File: src/hw/rtl/hfa_pkg.sv
// Shared types, sizes and codes for the hole fit allocator.
package hfa_pkg;

	// Table geometry.
	localparam int HOLES     = 16;
	localparam int SIZE_BITS = 32;
	localparam int IDX_W     = (HOLES > 1) ? $clog2(HOLES) : 1;
	localparam int CNT_W     = $clog2(HOLES + 1);

	// Fixed field widths of the ports.
	localparam int SLOT_W     = 4;
	localparam int AMOUNT_W   = 32;
	localparam int POLICY_W   = 2;
	localparam int COUNT_W    = 5;
	localparam int CFG_IDX_W  = 1;
	localparam int CFG_DATA_W = 5;

	// Configuration register indexes.
	localparam logic [CFG_IDX_W-1:0] REG_FIT_POLICY = 1'd0;
	localparam logic [CFG_IDX_W-1:0] REG_HOLE_COUNT = 1'd1;

	// Placement policies.
	localparam logic [POLICY_W-1:0] POL_FIRST = 2'd0;
	localparam logic [POLICY_W-1:0] POL_BEST  = 2'd1;
	localparam logic [POLICY_W-1:0] POL_WORST = 2'd2;
	localparam logic [POLICY_W-1:0] POL_NEXT  = 2'd3;

	// Operation codes of an input word.
	localparam logic OP_LOAD  = 1'b0;
	localparam logic OP_ALLOC = 1'b1;

	// Commands from the controller to the datapath.
	typedef struct packed {
		logic load;
		logic start;
		logic step;
		logic commit;
	} hfa_cmd_t;

	// Status from the datapath to the controller.
	typedef struct packed {
		logic empty;
		logic scan_done;
		logic out_free;
	} hfa_sts_t;

endpackage

File: src/hw/rtl/hole_fit_allocator.sv
// Top level of the hole fit allocator.
// Keeps sixteen free hole sizes and places requests by first, best, worst or next fit.
// A load word writes one hole. An allocate word is first accepted; with best or worst
// fit the n holes in use are then scanned one by one through the single table read port
// and comparator, and last the chosen hole is updated and the result registered. First
// and next fit end the scan at the first hole that fits. With no hole in use an allocate
// skips the scan. Words are not taken while an allocation is in progress, and the final
// step waits while an earlier result has not yet been taken. The hole table resets to
// all zero with no clearing pass. Configuration writes are always accepted.
module hole_fit_allocator
	import hfa_pkg::*;
(
	input  logic                  clk,
	input  logic                  arst_n,
	input  logic                  cfg_valid,
	output logic                  cfg_ready,
	input  logic [CFG_IDX_W-1:0]  cfg_index,
	input  logic [CFG_DATA_W-1:0] cfg_data,
	input  logic                  in_valid,
	output logic                  in_ready,
	input  logic                  operation,
	input  logic [SLOT_W-1:0]     slot,
	input  logic [AMOUNT_W-1:0]   amount,
	output logic                  out_valid,
	input  logic                  out_ready,
	output logic                  granted,
	output logic [SLOT_W-1:0]     chosen_hole,
	output logic [AMOUNT_W-1:0]   left_over
);

	hfa_cmd_t cmd;
	hfa_sts_t sts;

	// Configuration words are taken in any cycle.
	assign cfg_ready = 1'b1;

	hfa_ctrl u_ctrl (
		.clk       (clk),
		.arst_n    (arst_n),
		.in_valid  (in_valid),
		.operation (operation),
		.in_ready  (in_ready),
		.sts       (sts),
		.cmd       (cmd)
	);

	hfa_dp u_dp (
		.clk         (clk),
		.arst_n      (arst_n),
		.cfg_write   (cfg_valid && cfg_ready),
		.cfg_index   (cfg_index),
		.cfg_data    (cfg_data),
		.slot        (slot),
		.amount      (amount),
		.cmd         (cmd),
		.sts         (sts),
		.out_valid   (out_valid),
		.out_ready   (out_ready),
		.granted     (granted),
		.chosen_hole (chosen_hole),
		.left_over   (left_over)
	);

endmodule

File: src/hw/rtl/hfa_ctrl.sv
// Controller state machine of the hole fit allocator.
module hfa_ctrl
	import hfa_pkg::*;
(
	input  logic     clk,
	input  logic     arst_n,
	input  logic     in_valid,
	input  logic     operation,
	output logic     in_ready,
	input  hfa_sts_t sts,
	output hfa_cmd_t cmd
);

	localparam logic [1:0] ST_IDLE   = 2'd0;
	localparam logic [1:0] ST_SCAN   = 2'd1;
	localparam logic [1:0] ST_COMMIT = 2'd2;

	logic [1:0] state_q;
	logic [1:0] state_d;

	// A new word is taken only between allocations.
	assign in_ready = (state_q == ST_IDLE);

	// Next state and commands.
	always_comb begin
		state_d = state_q;
		cmd     = '0;
		unique case (state_q)
			ST_IDLE: begin
				if (in_valid) begin
					if (operation == OP_LOAD) begin
						cmd.load = 1'b1;
					end else begin
						cmd.start = 1'b1;
						state_d   = sts.empty ? ST_COMMIT : ST_SCAN;
					end
				end
			end
			ST_SCAN: begin
				cmd.step = 1'b1;
				if (sts.scan_done) begin
					state_d = ST_COMMIT;
				end
			end
			ST_COMMIT: begin
				if (sts.out_free) begin
					cmd.commit = 1'b1;
					state_d    = ST_IDLE;
				end
			end
			default: begin
				state_d = ST_IDLE;
			end
		endcase
	end

	// State register.
	always_ff @(posedge clk or negedge arst_n) begin
		if (!arst_n) begin
			state_q <= ST_IDLE;
		end else begin
			state_q <= state_d;
		end
	end

endmodule

File: src/hw/rtl/hfa_dp.sv
// Datapath of the hole fit allocator: hole table, scan unit and result register.
module hfa_dp
	import hfa_pkg::*;
(
	input  logic                  clk,
	input  logic                  arst_n,
	input  logic                  cfg_write,
	input  logic [CFG_IDX_W-1:0]  cfg_index,
	input  logic [CFG_DATA_W-1:0] cfg_data,
	input  logic [SLOT_W-1:0]     slot,
	input  logic [AMOUNT_W-1:0]   amount,
	input  hfa_cmd_t              cmd,
	output hfa_sts_t              sts,
	output logic                  out_valid,
	input  logic                  out_ready,
	output logic                  granted,
	output logic [SLOT_W-1:0]     chosen_hole,
	output logic [AMOUNT_W-1:0]   left_over
);

	logic [POLICY_W-1:0]  policy_q;
	logic [COUNT_W-1:0]   hole_count_q;
	logic [SIZE_BITS-1:0] table_q [HOLES];
	logic [IDX_W-1:0]     next_start_q;
	logic [IDX_W-1:0]     idx_q;
	logic [CNT_W-1:0]     k_q;
	logic [SIZE_BITS-1:0] req_q;
	logic                 found_q;
	logic [IDX_W-1:0]     pick_q;
	logic [SIZE_BITS-1:0] pick_size_q;
	logic                 out_valid_q;
	logic                 granted_q;
	logic [SLOT_W-1:0]    chosen_q;
	logic [AMOUNT_W-1:0]  left_q;

	logic [CNT_W-1:0]     n;
	logic [IDX_W-1:0]     base;
	logic [SIZE_BITS-1:0] cur_size;
	logic                 fits;
	logic                 take;
	logic                 early_stop;
	logic [SIZE_BITS-1:0] remain;

	// Holes in use, capped at the table depth.
	assign n = (CNT_W'(hole_count_q) > CNT_W'(HOLES)) ? CNT_W'(HOLES) : CNT_W'(hole_count_q);

	// Next fit starts at the last hole granted; other policies start at zero.
	assign base = (policy_q == POL_NEXT && CNT_W'(next_start_q) < n) ? next_start_q : '0;

	// One table entry is examined per scan cycle.
	assign cur_size = table_q[idx_q];
	assign fits     = (cur_size >= req_q);

	always_comb begin
		take = 1'b0;
		if (fits) begin
			priority if (!found_q) begin
				take = 1'b1;
			end else if (policy_q == POL_BEST) begin
				take = (cur_size < pick_size_q);
			end else if (policy_q == POL_WORST) begin
				take = (cur_size > pick_size_q);
			end else begin
				take = 1'b0;
			end
		end
	end

	// First and next fit stop at the first hole that fits.
	assign early_stop = fits && (policy_q == POL_FIRST || policy_q == POL_NEXT);
	assign remain     = pick_size_q - req_q;

	assign sts.empty     = (n == '0);
	assign sts.scan_done = (k_q == n - CNT_W'(1)) || early_stop;
	assign sts.out_free  = !out_valid_q || out_ready;

	// Configuration registers.
	always_ff @(posedge clk or negedge arst_n) begin
		if (!arst_n) begin
			policy_q     <= POL_FIRST;
			hole_count_q <= COUNT_W'(HOLES);
		end else if (cfg_write) begin
			unique case (cfg_index)
				REG_FIT_POLICY: policy_q     <= cfg_data[POLICY_W-1:0];
				REG_HOLE_COUNT: hole_count_q <= cfg_data[COUNT_W-1:0];
				default: ;
			endcase
		end
	end

	// Hole table and next fit pointer.
	always_ff @(posedge clk or negedge arst_n) begin
		if (!arst_n) begin
			for (int i = 0; i < HOLES; i++) begin
				table_q[i] <= '0;
			end
			next_start_q <= '0;
		end else if (cmd.load) begin
			if (32'(slot) < HOLES) begin
				table_q[slot[IDX_W-1:0]] <= SIZE_BITS'(amount);
			end
			next_start_q <= '0;
		end else if (cmd.commit && found_q) begin
			table_q[pick_q] <= remain;
			if (policy_q == POL_NEXT) begin
				next_start_q <= pick_q;
			end
		end
	end

	// Scan registers.
	always_ff @(posedge clk or negedge arst_n) begin
		if (!arst_n) begin
			found_q <= 1'b0;
		end else if (cmd.start) begin
			found_q <= 1'b0;
		end else if (cmd.step && take) begin
			found_q <= 1'b1;
		end
	end

	always_ff @(posedge clk) begin
		if (cmd.start) begin
			req_q <= SIZE_BITS'(amount);
			idx_q <= base;
			k_q   <= '0;
		end else if (cmd.step) begin
			idx_q <= (CNT_W'(idx_q) + CNT_W'(1) == n) ? '0 : idx_q + IDX_W'(1);
			k_q   <= k_q + CNT_W'(1);
			if (take) begin
				pick_q      <= idx_q;
				pick_size_q <= cur_size;
			end
		end
	end

	// Result register toward the output channel.
	always_ff @(posedge clk or negedge arst_n) begin
		if (!arst_n) begin
			out_valid_q <= 1'b0;
		end else if (cmd.commit) begin
			out_valid_q <= 1'b1;
		end else if (out_ready) begin
			out_valid_q <= 1'b0;
		end
	end

	always_ff @(posedge clk) begin
		if (cmd.commit) begin
			granted_q <= found_q;
			chosen_q  <= found_q ? SLOT_W'(pick_q) : '0;
			left_q    <= found_q ? AMOUNT_W'(remain) : '0;
		end
	end

	assign out_valid   = out_valid_q;
	assign granted     = granted_q;
	assign chosen_hole = chosen_q;
	assign left_over   = left_q;

	// A result is never written over one that is still waiting.
	a_no_overwrite: assert property (@(posedge clk) disable iff (!arst_n)
		cmd.commit |-> (!out_valid_q || out_ready))
		else $error("result register overwritten");

	// The held candidate always covers the request.
	a_pick_fits: assert property (@(posedge clk) disable iff (!arst_n)
		(found_q && !cmd.start) |-> (pick_size_q >= req_q))
		else $error("candidate hole smaller than request");

	// A refused request reports zeros.
	a_refuse_zero: assert property (@(posedge clk) disable iff (!arst_n)
		(out_valid_q && !granted_q) |-> (chosen_q == '0 && left_q == '0))
		else $error("refused request carries data");

	// A grant shrinks the chosen hole by the request.
	a_table_update: assert property (@(posedge clk) disable iff (!arst_n)
		(cmd.commit && found_q) |=> (table_q[$past(pick_q)] == $past(remain)))
		else $error("hole table not updated on grant");

endmodule
File: config.mk
export PLATFORM = sky130hd
export DESIGN_NAME = hole_fit_allocator
export DESIGN_NICKNAME = d
export VERILOG_FILES = /design/src/hw/rtl/hfa_pkg.sv /design/src/hw/rtl/hole_fit_allocator.sv /design/src/hw/rtl/hfa_ctrl.sv /design/src/hw/rtl/hfa_dp.sv
export SDC_FILE = /design/constraint.sdc
export NUM_CORES = 1
export LEC_CHECK = 0
export BUFFER_PORTS_ARGS = -buffer_cell sky130_fd_sc_hd__buf_2
export CELL_PAD_IN_SITES_DETAIL_PLACEMENT = 0
export CELL_PAD_IN_SITES_GLOBAL_PLACEMENT = 1
export CORE_ASPECT_RATIO = 1.5
export CORE_UTILIZATION = 50
export DETAILED_ROUTE_END_ITERATION = 8
export PLACE_DENSITY_LB_ADDON = 0.1
export SLEW_MARGIN = 20
export SYNTH_ARGS = -nofsm -noshare
export SYNTH_HDL_FRONTEND = slang
export SYNTH_SLANG_ARGS = --single-unit
File: constraint.sdc
create_clock -name clk -period 8.9 [get_ports clk]
set_input_delay 1.78 -clock clk [delete_from_list [all_inputs] [get_ports clk]]
set_output_delay 1.78 -clock clk [all_outputs]
set_load 0.01 [all_outputs]
# After elaboration in Yosys (flattened, before gate mapping)
# Index checks and enable logic that the tools add are counted.
[word_totals]
out_inout_bits = 40
reg_bits = 641
word_cells = 124
[op_classes]
reduce_logical = 23
n_eq_ne = 11
add_sub_neg = 5
n_lt_le_gt_ge = 10
n_bitwise = 5
n_mux = 40
[ops]
columns = ["op", "count"]
rows = [
  ["512-bit bitwise mux", 2],
  ["512-bit 2-to-1 mux", 2],
  ["32-bit demux with 4-bit select", 2],
  ["32-bit binary-select mux with 4-bit select", 1],
  ["32-bit 2-to-1 mux", 4],
  ["32-bit greater-or-equal comparator", 1],
  ["32-bit greater-than comparator", 1],
  ["32-bit less-than comparator", 1],
  ["32-bit subtractor", 1],
  ["4-bit 2-to-1 mux", 7],
  ["5-bit greater-or-equal comparator (second input constant)", 3],
  ["4-bit inverter with 5-bit output", 3],
  ["2-bit 2-to-1 mux", 7],
  ["1-bit 2-to-1 mux", 13],
  ["5-bit == test", 2],
  ["5-bit by 1-bit less-than comparator with 1-bit output (second input constant)", 2],
  ["2-bit nonzero test", 5],
  ["2-bit == test (second input constant)", 3],
  ["1-bit logical AND", 6],
  ["2-bit inequality test (second input constant)", 3],
  ["2-bit one-hot mux with 3 select lines", 1],
  ["2-bit AND reduction", 3],
  ["4-bit by 1-bit adder with 5-bit output (second input constant)", 1],
  ["5-bit by 1-bit adder with 5-bit output (second input constant)", 1],
  ["other kinds (14)", 19],
]

# Longest topological paths before layout
# Gate-level depths: netlist of the first run.
[depth]
depth_word = 12
depth_mapped = 19
mapped_depth_nobuf = 16

# By module
# Synthesis of the first run repeated with hierarchy kept, for this count alone.
[hier_totals]
cells_unflattened = 3311
hier_area_um2 = 34645.7
[modules_own_cells]
columns = ["mod", "area_per_inst_um2", "n_inst", "seq_area_each_um2", "cells_each"]
rows = [
  ["hfa_dp", 34493.1, 1, 16512.1, 3295],
  ["hfa_ctrl", 141.4, 1, 50.0, 14],
  ["hole_fit_allocator", 11.3, 1, 0.0, 2],
]

# Worst setup path before layout of the first run
# No wires, ideal clock.
[synth_timing]
kind = "reg-to-reg"
startpoint = "register u_dp.idx_q[0]"
endpoint = "register u_dp.pick_q[0], enable pin"
path_slack_ns = 2.009
period_less_slack_ns = 6.891
n_path_buf = 3
setup_time_ns = 0.484
stages_incl_launch_ff = 17
t_arrival_ns = 6.407
path_cell_list = "edfxtp_1 clkbuf_1 buf_2 buf_1 mux4_2 a22oi_1 nand2_1 ha_1 a21o_1 a21o_1 a21o_1 a21oi_1 o21ai_0 a221o_1 a21oi_1 mux2i_1 a211oi_1"
[synth_between]
elab_chain_cells = 10
[synth_rtl]
columns = ["element", "line", "text"]
rows = [
  ["from (decl)", "hfa_dp.sv:25", "logic [IDX_W-1:0] idx_q;"],
  ["from (signal assigned)", "hfa_dp.sv:125", "idx_q <= base;"],
  ["from (signal assigned)", "hfa_dp.sv:128", "idx_q <= (CNT_W'(idx_q) + CNT_W'(1) == n) ? '0 : idx_q + IDX_W'(1);"],
  ["4-bit inverter with 5-bit output (not written as such) (*)", "hfa_dp.sv:51", "assign cur_size = table_q[idx_q];"],
  ["32-bit binary-select mux with 4-bit select (*)", "hfa_dp.sv:51", ""],
  ["32-bit 2-to-1 mux (not written as such) (*) (2 in a row)", "hfa_dp.sv:51", ""],
  ["net u_dp.cur_size[9]", "hfa_dp.sv:38", "logic [SIZE_BITS-1:0] cur_size;"],
  ["32-bit greater-than comparator", "hfa_dp.sv:62", "take = (cur_size > pick_size_q);"],
  ["1-bit 2-to-1 mux", "hfa_dp.sv:61", "end else if (policy_q == POL_WORST) begin"],
  ["1-bit 2-to-1 mux", "hfa_dp.sv:59", "end else if (policy_q == POL_BEST) begin"],
  ["1-bit 2-to-1 mux", "hfa_dp.sv:57", "priority if (!found_q) begin"],
  ["1-bit 2-to-1 mux (*)", "hfa_dp.sv:56", "if (fits) begin"],
  ["3-bit AND reduction (no line) (*)", "--", ""],
  ["to (signal assigned)", "hfa_dp.sv:131", "pick_q <= idx_q;"],
  ["to (decl)", "hfa_dp.sv:29", "logic [IDX_W-1:0] pick_q;"],
]
# The timed path passes the listed nets; every way through them passes the cells marked *. The select of a mux whose other input is x is not followed.
# A chain may end at the register's enable or synchronous reset.

# Worst setup path in the final report of the first run
[layout_timing]
startpoint = "register u_dp.idx_q[0]"
endpoint = "register u_dp.pick_size_q[10], enable pin"
[layout_between]
elab_chain_cells = 10
[layout_rtl]
columns = ["element", "line", "text"]
rows = [
  ["4-bit inverter with 5-bit output (not written as such) (*)", "hfa_dp.sv:51", ""],
  ["32-bit binary-select mux with 4-bit select (*)", "hfa_dp.sv:51", ""],
  ["32-bit 2-to-1 mux (not written as such) (*) (2 in a row)", "hfa_dp.sv:51", ""],
  ["net u_dp.cur_size[9]", "hfa_dp.sv:38", ""],
  ["32-bit greater-than comparator", "hfa_dp.sv:62", ""],
  ["1-bit 2-to-1 mux", "hfa_dp.sv:61", ""],
  ["1-bit 2-to-1 mux", "hfa_dp.sv:59", ""],
  ["1-bit 2-to-1 mux", "hfa_dp.sv:57", ""],
  ["1-bit 2-to-1 mux (*)", "hfa_dp.sv:56", ""],
  ["3-bit AND reduction (no line) (*)", "--", ""],
  ["to (signal assigned)", "hfa_dp.sv:132", "pick_size_q <= cur_size;"],
  ["to (decl)", "hfa_dp.sv:30", "logic [SIZE_BITS-1:0] pick_size_q;"],
]
# Marks and branches as above.

==> run metrics, run 1 <==
num ports=88; RePlAce Congestion=0.985; Diodes inserted=0; Hold/Removal Path Class=reg2reg; synth warn=0; Mapped Area=35400 sq um; wire length per cell=31.1 microns; Seq pwr share=0.330; DR WL met2=63.0 mm; Synth top area share=0.372; final setup violation count=0; DR vias=31219; number of nets with antenna violations after routing=0; final worst path period share=0.746; FFs w/ async S/R, synth=0.822; Critical Path RT=9.21 ns; Hold Violations, Final=0; worst-path cell with the longest stage delay=edfxtp_1; die area=71900 sq um; max cap viols=0; hold_ws=0.476 ns; CTS tree=done; Final WS setup=2.26 ns; post-CTS sizing=0; largest net degree at the start of global routing=172; Starting Density=0.505; std cell rows=119; Post-synth EDFFs=109; sw frac=0.436; syn nets=3688; post-CTS setup buffer count=0; P_int=8.63 mW; DR pass1 iterations=5; final instance area=39300 sq um; P_sw=6.67 mW; CP startpoint kind=flop; Post-Syn Instances=3535; dpl cells=4322; DRC viols=0; vias per cell=7.02; met3 WL=13.1 mm; total track usage=0.385; RSZ-0062 raised after global routing=false; CP Cell Sequence=buf_4 -> buf_4 -> mux4_2 -> a22oi_1 -> nand2_1 -> ha_1 -> a21o_1 -> a21o_1 -> a21o_1 -> a21oi_1 -> o21ai_0 -> a221o_1 -> a21oi_1 -> mux2i_1 -> a211oi_4 -> buf_4; cell taking the most area after synthesis=dfrtp_1; Max IR drop VDD=0.469 mV; layout overhead on the synthesized area=11.0%; port bufs=86; Num Clock Sinks=641; relative slew slack=0.205; Setup Skew=0.0167 ns; final WL=138 mm; Core ar.=70100 sq um; Seq/Total Area, Yosys=0.468; vias in the first global route=30821; M1 WL=53.0 mm; fin crit period=6.64 ns; Post-Route Setup TNS=0 ns; crit-path max FO=26; Netlist cell types=70; Root Buffer=clkbuf_16; global-route wire length before repair=203 mm; critical path type=reg2reg; Power Density=389 nW/um^2; clk_lat worst skew=0.64 ns; clock buffer depth=3; NumNets Final=3638; clock slew seen by the registers of the worst setup and hold paths=0.06 ns; Clock H-tree levels=3; hold_buf cts=0; crit end category=flop; Arr. time, crit path=6.94 ns; Die H=328 microns; grt ovf=0; initial antenna violation count=3; top cells by area, synth=dfrtp_1 (37%), edfxtp_1 (9.2%), o221ai_1 (6.4%), o21a_1 (5.8%), a21oi_1 (4.1%); DR iter-0 viols=3601; highest metal used=met5; syn_area_per_cell=10.0 sq um; Pleak=15.8 nW; CP peak stage delay=0.99 ns; share of layout cells above drive strength 1=0.134; max-slew violations=0; Non-Filler Instances=4446; number of buffers created by CTS=67; Fmax=0.151 GHz; slew at the pin closest to its max-slew limit=1.19 ns; Final HPWL DP=91.1 mm; combinational power share=0.477; status=complete, no violations; total power=15.3 mW; final core occ=0.560; Synth Register Bits=641; Clk network pwr share=0.194; Placed Instance Area=37000 sq um; Die Width=219 microns; # fillers=6142; pre-CTS setup slack=2.36 ns; Top FF cell, synth=dfrtp_1
==> per-layer routing <==
metal | vias to the layer above | global-route usage
met4 | 6 | 0.241
met2 | 1770 | 0.591
met3 | 441 | 0.0853
li1 | 13176 | -
met1 | 15826 | 0.494
met5 | - | 0
==> kinds of logic (layout without fill, tap and decap cells) <==
family | after synthesis | after routing | share of synthesized area
buffers and inverters | 409 | 413 | 0.0445
adder cells (fa/ha/maj) | 105 | 105 | 0.0373
multiplexers | 201 | 201 | 0.0809
XOR/XNOR | 48 | 48 | 0.0149
AO/OA/AOI/OAI | 1363 | 1363 | 0.263
flip-flops | 641 | 641 | 0.468
other | 1 | 1 | 0.000106
AND/OR/NAND/NOR | 767 | 767 | 0.0916
==> placed cells by master (no fill, tap or decap), drive strengths merged, types with 14 or more instances in the layout <==
master	n
xor2	21
inv	92
buf	201
and2	25
a221o	20
edfxtp	109
a31oi	19
mux2	32
dfrtp	526
nand2b	20
nand3	49
a21oi	293
nor3	22
nand2	226
mux2i	105
a21o	37
clkbuf	101
mux4	64
o22ai	34
ha	104
xnor2	27
o21a	273
nand4	19
nor2b	14
o221ai	258
a221oi	49
o21ai	264
a22oi	76
nor2	370
==> worst paths after layout <==
check                            startpoint                   end  slack (ns)  depth (start not counted)
hold / removal             u_dp.table_q[52]      u_dp.table_q[52]        0.48                          2
setup reg to reg              u_dp.idx_q[0]  u_dp.pick_size_q[10]        2.26                         16
setup / recovery              u_dp.idx_q[0]  u_dp.pick_size_q[10]        2.26                         16
min in group asynchronous            arst_n     u_dp.table_q[479]        1.20                          1
hold reg to reg            u_dp.table_q[52]      u_dp.table_q[52]        0.48                          2
max in group asynchronous            arst_n      u_dp.table_q[17]        6.11                          2
==> state kept, by name, summed over array words and instances, names as in the netlist, 2 cells and up <==
register and cells:
u_dp.pick_size_q 32, u_dp.k_q 5, u_dp.left_over 32, u_dp.hole_count_q 5, u_dp.idx_q 4, u_ctrl.state_q 2, u_dp.table_q 512, u_dp.chosen_hole 4
u_dp.req_q 32, u_dp.next_start_q 4, u_dp.pick_q 4, u_dp.policy_q 2
==> cell type report <==
class                   instances  area [sq um]  area share
multi-input cells            2485         17700       0.449
well taps                     907          1130      0.0289
clock buffers                 101          1970      0.0500
clock inverters                22           288     0.00732
flip-flops and latches        641         16600       0.421
inverters                      89           334     0.00850
repair buffers                201          1350      0.0344
==> Yosys cell counts, types with 22 or more instances <==
| master | instances |
|---|---|
| dfrtp_1 | 526 |
| nor2_1 | 370 |
| a21oi_1 | 291 |
| o21a_1 | 273 |
| clkbuf_1 | 269 |
| o221ai_1 | 258 |
| o21ai_0 | 248 |
| nand2_1 | 226 |
| edfxtp_1 | 109 |
| ha_1 | 104 |
| mux2i_1 | 104 |
| inv_1 | 87 |
| a22oi_1 | 76 |
| mux4_2 | 64 |
| nand3_1 | 49 |
| a221oi_1 | 48 |
| a21o_1 | 36 |
| o22ai_1 | 34 |
| mux2_2 | 32 |
| buf_1 | 24 |
| buf_2 | 24 |
| and2_1 | 22 |
| nor3_1 | 22 |
==> worst max-delay path, delay by kind of cell (launching register included) <==
family          cells  cell delay [ns]
mux                 2             0.69
fa+ha+maj           1             0.35
compound gates      9             2.58
flops               1             0.99
buf+inv             3             1.42
simple gates        1             0.18
==> power by group through the flow <==
stage / Combinational (mW) / Sequential (mW) / Clock [mW]
3_3_place_gp: 6.93 / 5.00 / 0
2_1_floorplan: 4.54 / 4.78 / 0
4_1_cts: 7.11 / 5.00 / 3.00
5_1_grt: 7.71 / 5.15 / 3.10
6_report: 7.30 / 5.05 / 2.96
3_5_place_dp: 7.08 / 5.05 / 0
Note: power is estimated with default switching activity, not from simulation.
==> inputs of run 2 (changes only) <==
--- a/config.mk
+++ b/config.mk
@@ -5,11 +5,12 @@
 export SDC_FILE = /design/constraint.sdc
 export NUM_CORES = 1
 export LEC_CHECK = 0
+export ABC_AREA = 1
 export BUFFER_PORTS_ARGS = -buffer_cell sky130_fd_sc_hd__buf_2
 export CELL_PAD_IN_SITES_DETAIL_PLACEMENT = 0
 export CELL_PAD_IN_SITES_GLOBAL_PLACEMENT = 1
 export CORE_ASPECT_RATIO = 1.5
-export CORE_UTILIZATION = 50
+export CORE_UTILIZATION = 43
 export DETAILED_ROUTE_END_ITERATION = 8
 export PLACE_DENSITY_LB_ADDON = 0.1
 export SLEW_MARGIN = 20
==> constraint.sdc (replaced) <==
create_clock -name clk -period 5.5 [get_ports clk]
set_input_delay 1.1 -clock clk [delete_from_list [all_inputs] [get_ports clk]]
set_output_delay 1.1 -clock clk [all_outputs]
set_load 0.01 [all_outputs]
==> run metrics, run 2 <==
status=complete, no violations; Top FF cell, synth=dfrtp_1; clock buffer depth=3; Mapped Area=37500 sq um; clock slew seen by the registers of the worst setup and hold paths=0.06 ns; initial antenna violation count=4; DR iter-0 viols=5125; top cells by area, synth=dfrtp_1 (35%), a21oi_1 (13%), edfxtp_1 (8.7%), nand2_1 (6.8%), nor2_1 (6.1%); Clk network pwr share=0.194; syn nets=5070; Fmax=0.203 GHz; synth warn=0; post-CTS sizing=0; Netlist cell types=54; Post-synth EDFFs=109; P_int=13.6 mW; hold_ws=0.463 ns; Non-Filler Instances=6010; post-CTS setup buffer count=0; syn_area_per_cell=7.63 sq um; Die Width=243 microns; number of buffers created by CTS=72; Arr. time, crit path=5.24 ns; RePlAce Congestion=0.972; DR pass1 iterations=6; register area=16600 sq um; Largest Register=u_dp.table_q; combinational power share=0.497; share of layout cells above drive strength 1=0.0892; dpl cells=5872; max cap viols=0; Post-Synth Adder-Cell Area=0.0352; CP Launch Point=u_dp.idx_q[0]; Critical Path RT=5.82 ns; NumNets Final=4960; Root Buffer=clkbuf_16; total track usage=0.416; cell taking the most area after synthesis=dfrtp_1; die area=88400 sq um; largest net degree at the start of global routing=151; Hold/Removal Path Class=in2async; Post-Syn Instances=4917; std cell rows=132; simple-gate share of the synthesized area=0.201; sw frac=0.481; global-route wire length before repair=264 mm; crit end category=flop; Seq/Total Area, Yosys=0.442; DR vias=38624; final setup violation count=0; crit-path max FO=150; Synth Area in XOR/XNOR=0.00234; DRC viols=0; Setup Skew=0.0250 ns; fin crit period=4.91 ns; Die H=364 microns; max reg flops=512; slew at the pin closest to its max-slew limit=1.19 ns; top-count cell post-synth=a21oi_1; num ports=88; hold_buf cts=0; Pleak=18.7 nW; commonest cells in the netlist=a21oi_1 (959), nand2_1 (680), nor2_1 (607), dfrtp_1 (526), nand3_1 (398); final WL=187 mm; Power Density=636 nW/um^2; Core ar.=86400 sq um; CP startpoint kind=flop; commonest non-fill, non-tap cells in the layout=a21oi_1 (959), nand2_1 (679), nor2_1 (584), dfrtp_1 (526), nand3_1 (398); Starting Density=0.434; post-synthesis mux area share=0; final worst path period share=0.893; Num Clock Sinks=641; RSZ-0062 raised after global routing=false; Post-Route Setup TNS=0 ns; max-slew violations=0; Synth top area share=0.351; # fillers=8704; Hold Violations, Final=0; area of the multi-input gates=17900 sq um; FFs w/ async S/R, synth=0.822; Clock H-tree levels=3; critical path type=reg2reg; total power=26.3 mW; grt ovf=0; port bufs=86; clk_lat worst skew=0.67 ns; CTS tree=done; vias per cell=6.43; commonest non-fill, non-tap cell in the layout=a21oi_1; wire length per cell=31.2 microns; Seq pwr share=0.308; Final HPWL DP=110 mm; Synth Area in Compound Gates=0.233; vias in the first global route=36693; layout overhead on the synthesized area=10.2%; P_sw=12.6 mW; number of nets with antenna violations after routing=0; Max IR drop VDD=0.369 mV; RR Startpoint=u_dp.idx_q[0]; Synth Register Bits=641; relative slew slack=0.207; largest family of logic cells by synthesized area=compound AO/OA/AOI/OAI gates
-- run 2: per-layer routing --
layer | GRT usage | share of wire | wire length (microns)
met5 | 0 | 0 | 0
met1 | 0.506 | 0.37 | 69400
met3 | 0.0958 | 0.10 | 18900
met2 | 0.654 | 0.45 | 84100
met4 | 0.290 | 0.079 | 14800
-- run 2: layout make-up --
| type | instances | area share |
|---|---|---|
| inverter | 420 | 0.0383 |
| tap | 1139 | 0.0345 |
| multi-input combinational | 3477 | 0.433 |
| sequential | 641 | 0.401 |
| timing repair buffer | 195 | 0.0350 |
| antenna | 5 | 0.000303 |
| clock buffer | 106 | 0.0519 |
| clock inverter | 27 | 0.00608 |
-- run 2: per-stage QoR --
stage,instance area (sq um),util,worst slack [ns]
after floorplan,37500,-,0.874
after global placement,38900,0.451,0.791
after detailed placement,38900,0.451,0.781
after CTS,41300,0.478,0.743
after global routing,41300,0.478,0.563
final,41300,0.479,0.586
-- run 2: final timing paths --
path | endpoint | slack, ns | cells past startpoint
min in group clk | u_dp.table_q[482] | 0.48 | 2
max in group asynchronous | u_dp.table_q[475] | 3.71 | 2
min | u_dp.table_q[53] | 0.46 | 1
max | u_dp.pick_size_q[27] | 0.59 | 14
max reg2reg | u_dp.pick_size_q[27] | 0.59 | 14
min reg2reg | u_dp.table_q[482] | 0.48 | 2
-- run 2: critical path, cell delays in order, from the launching register on --
cell and delay (ns):
edfxtp_1 0.49, buf_12 0.56, buf_4 0.45, o21ai_0 0.16
o221ai_1 0.22, o2111ai_1 0.18, nand2_1 0.21, ha_1 0.31
nand4_1 0.12, nor4_1 0.85, nand2_1 0.18, a21oi_1 0.17
nor2_1 0.09, nor2_4 0.09, buf_4 0.36
-- run 2: cells by family (layout without fill, tap and decap cells) --
family	after synthesis	after routing
AND/OR/NAND/NOR	1798	1798
other	1	6
AO/OA/AOI/OAI	1563	1563
XOR/XNOR	10	10
adder cells (fa/ha/maj)	105	105
flip-flops	641	641
buffers and inverters	799	748
-- run 2: power by group through the flow --
stage	Sequential [mW]	Clock, mW	Combinational [mW]
after global routing	8.28	5.31	14.0
after CTS	8.05	5.14	12.7
after global placement	8.11	0	12.6
after floorplan	7.82	0	8.11
final	8.10	5.11	13.1
after detailed placement	8.12	0	12.6
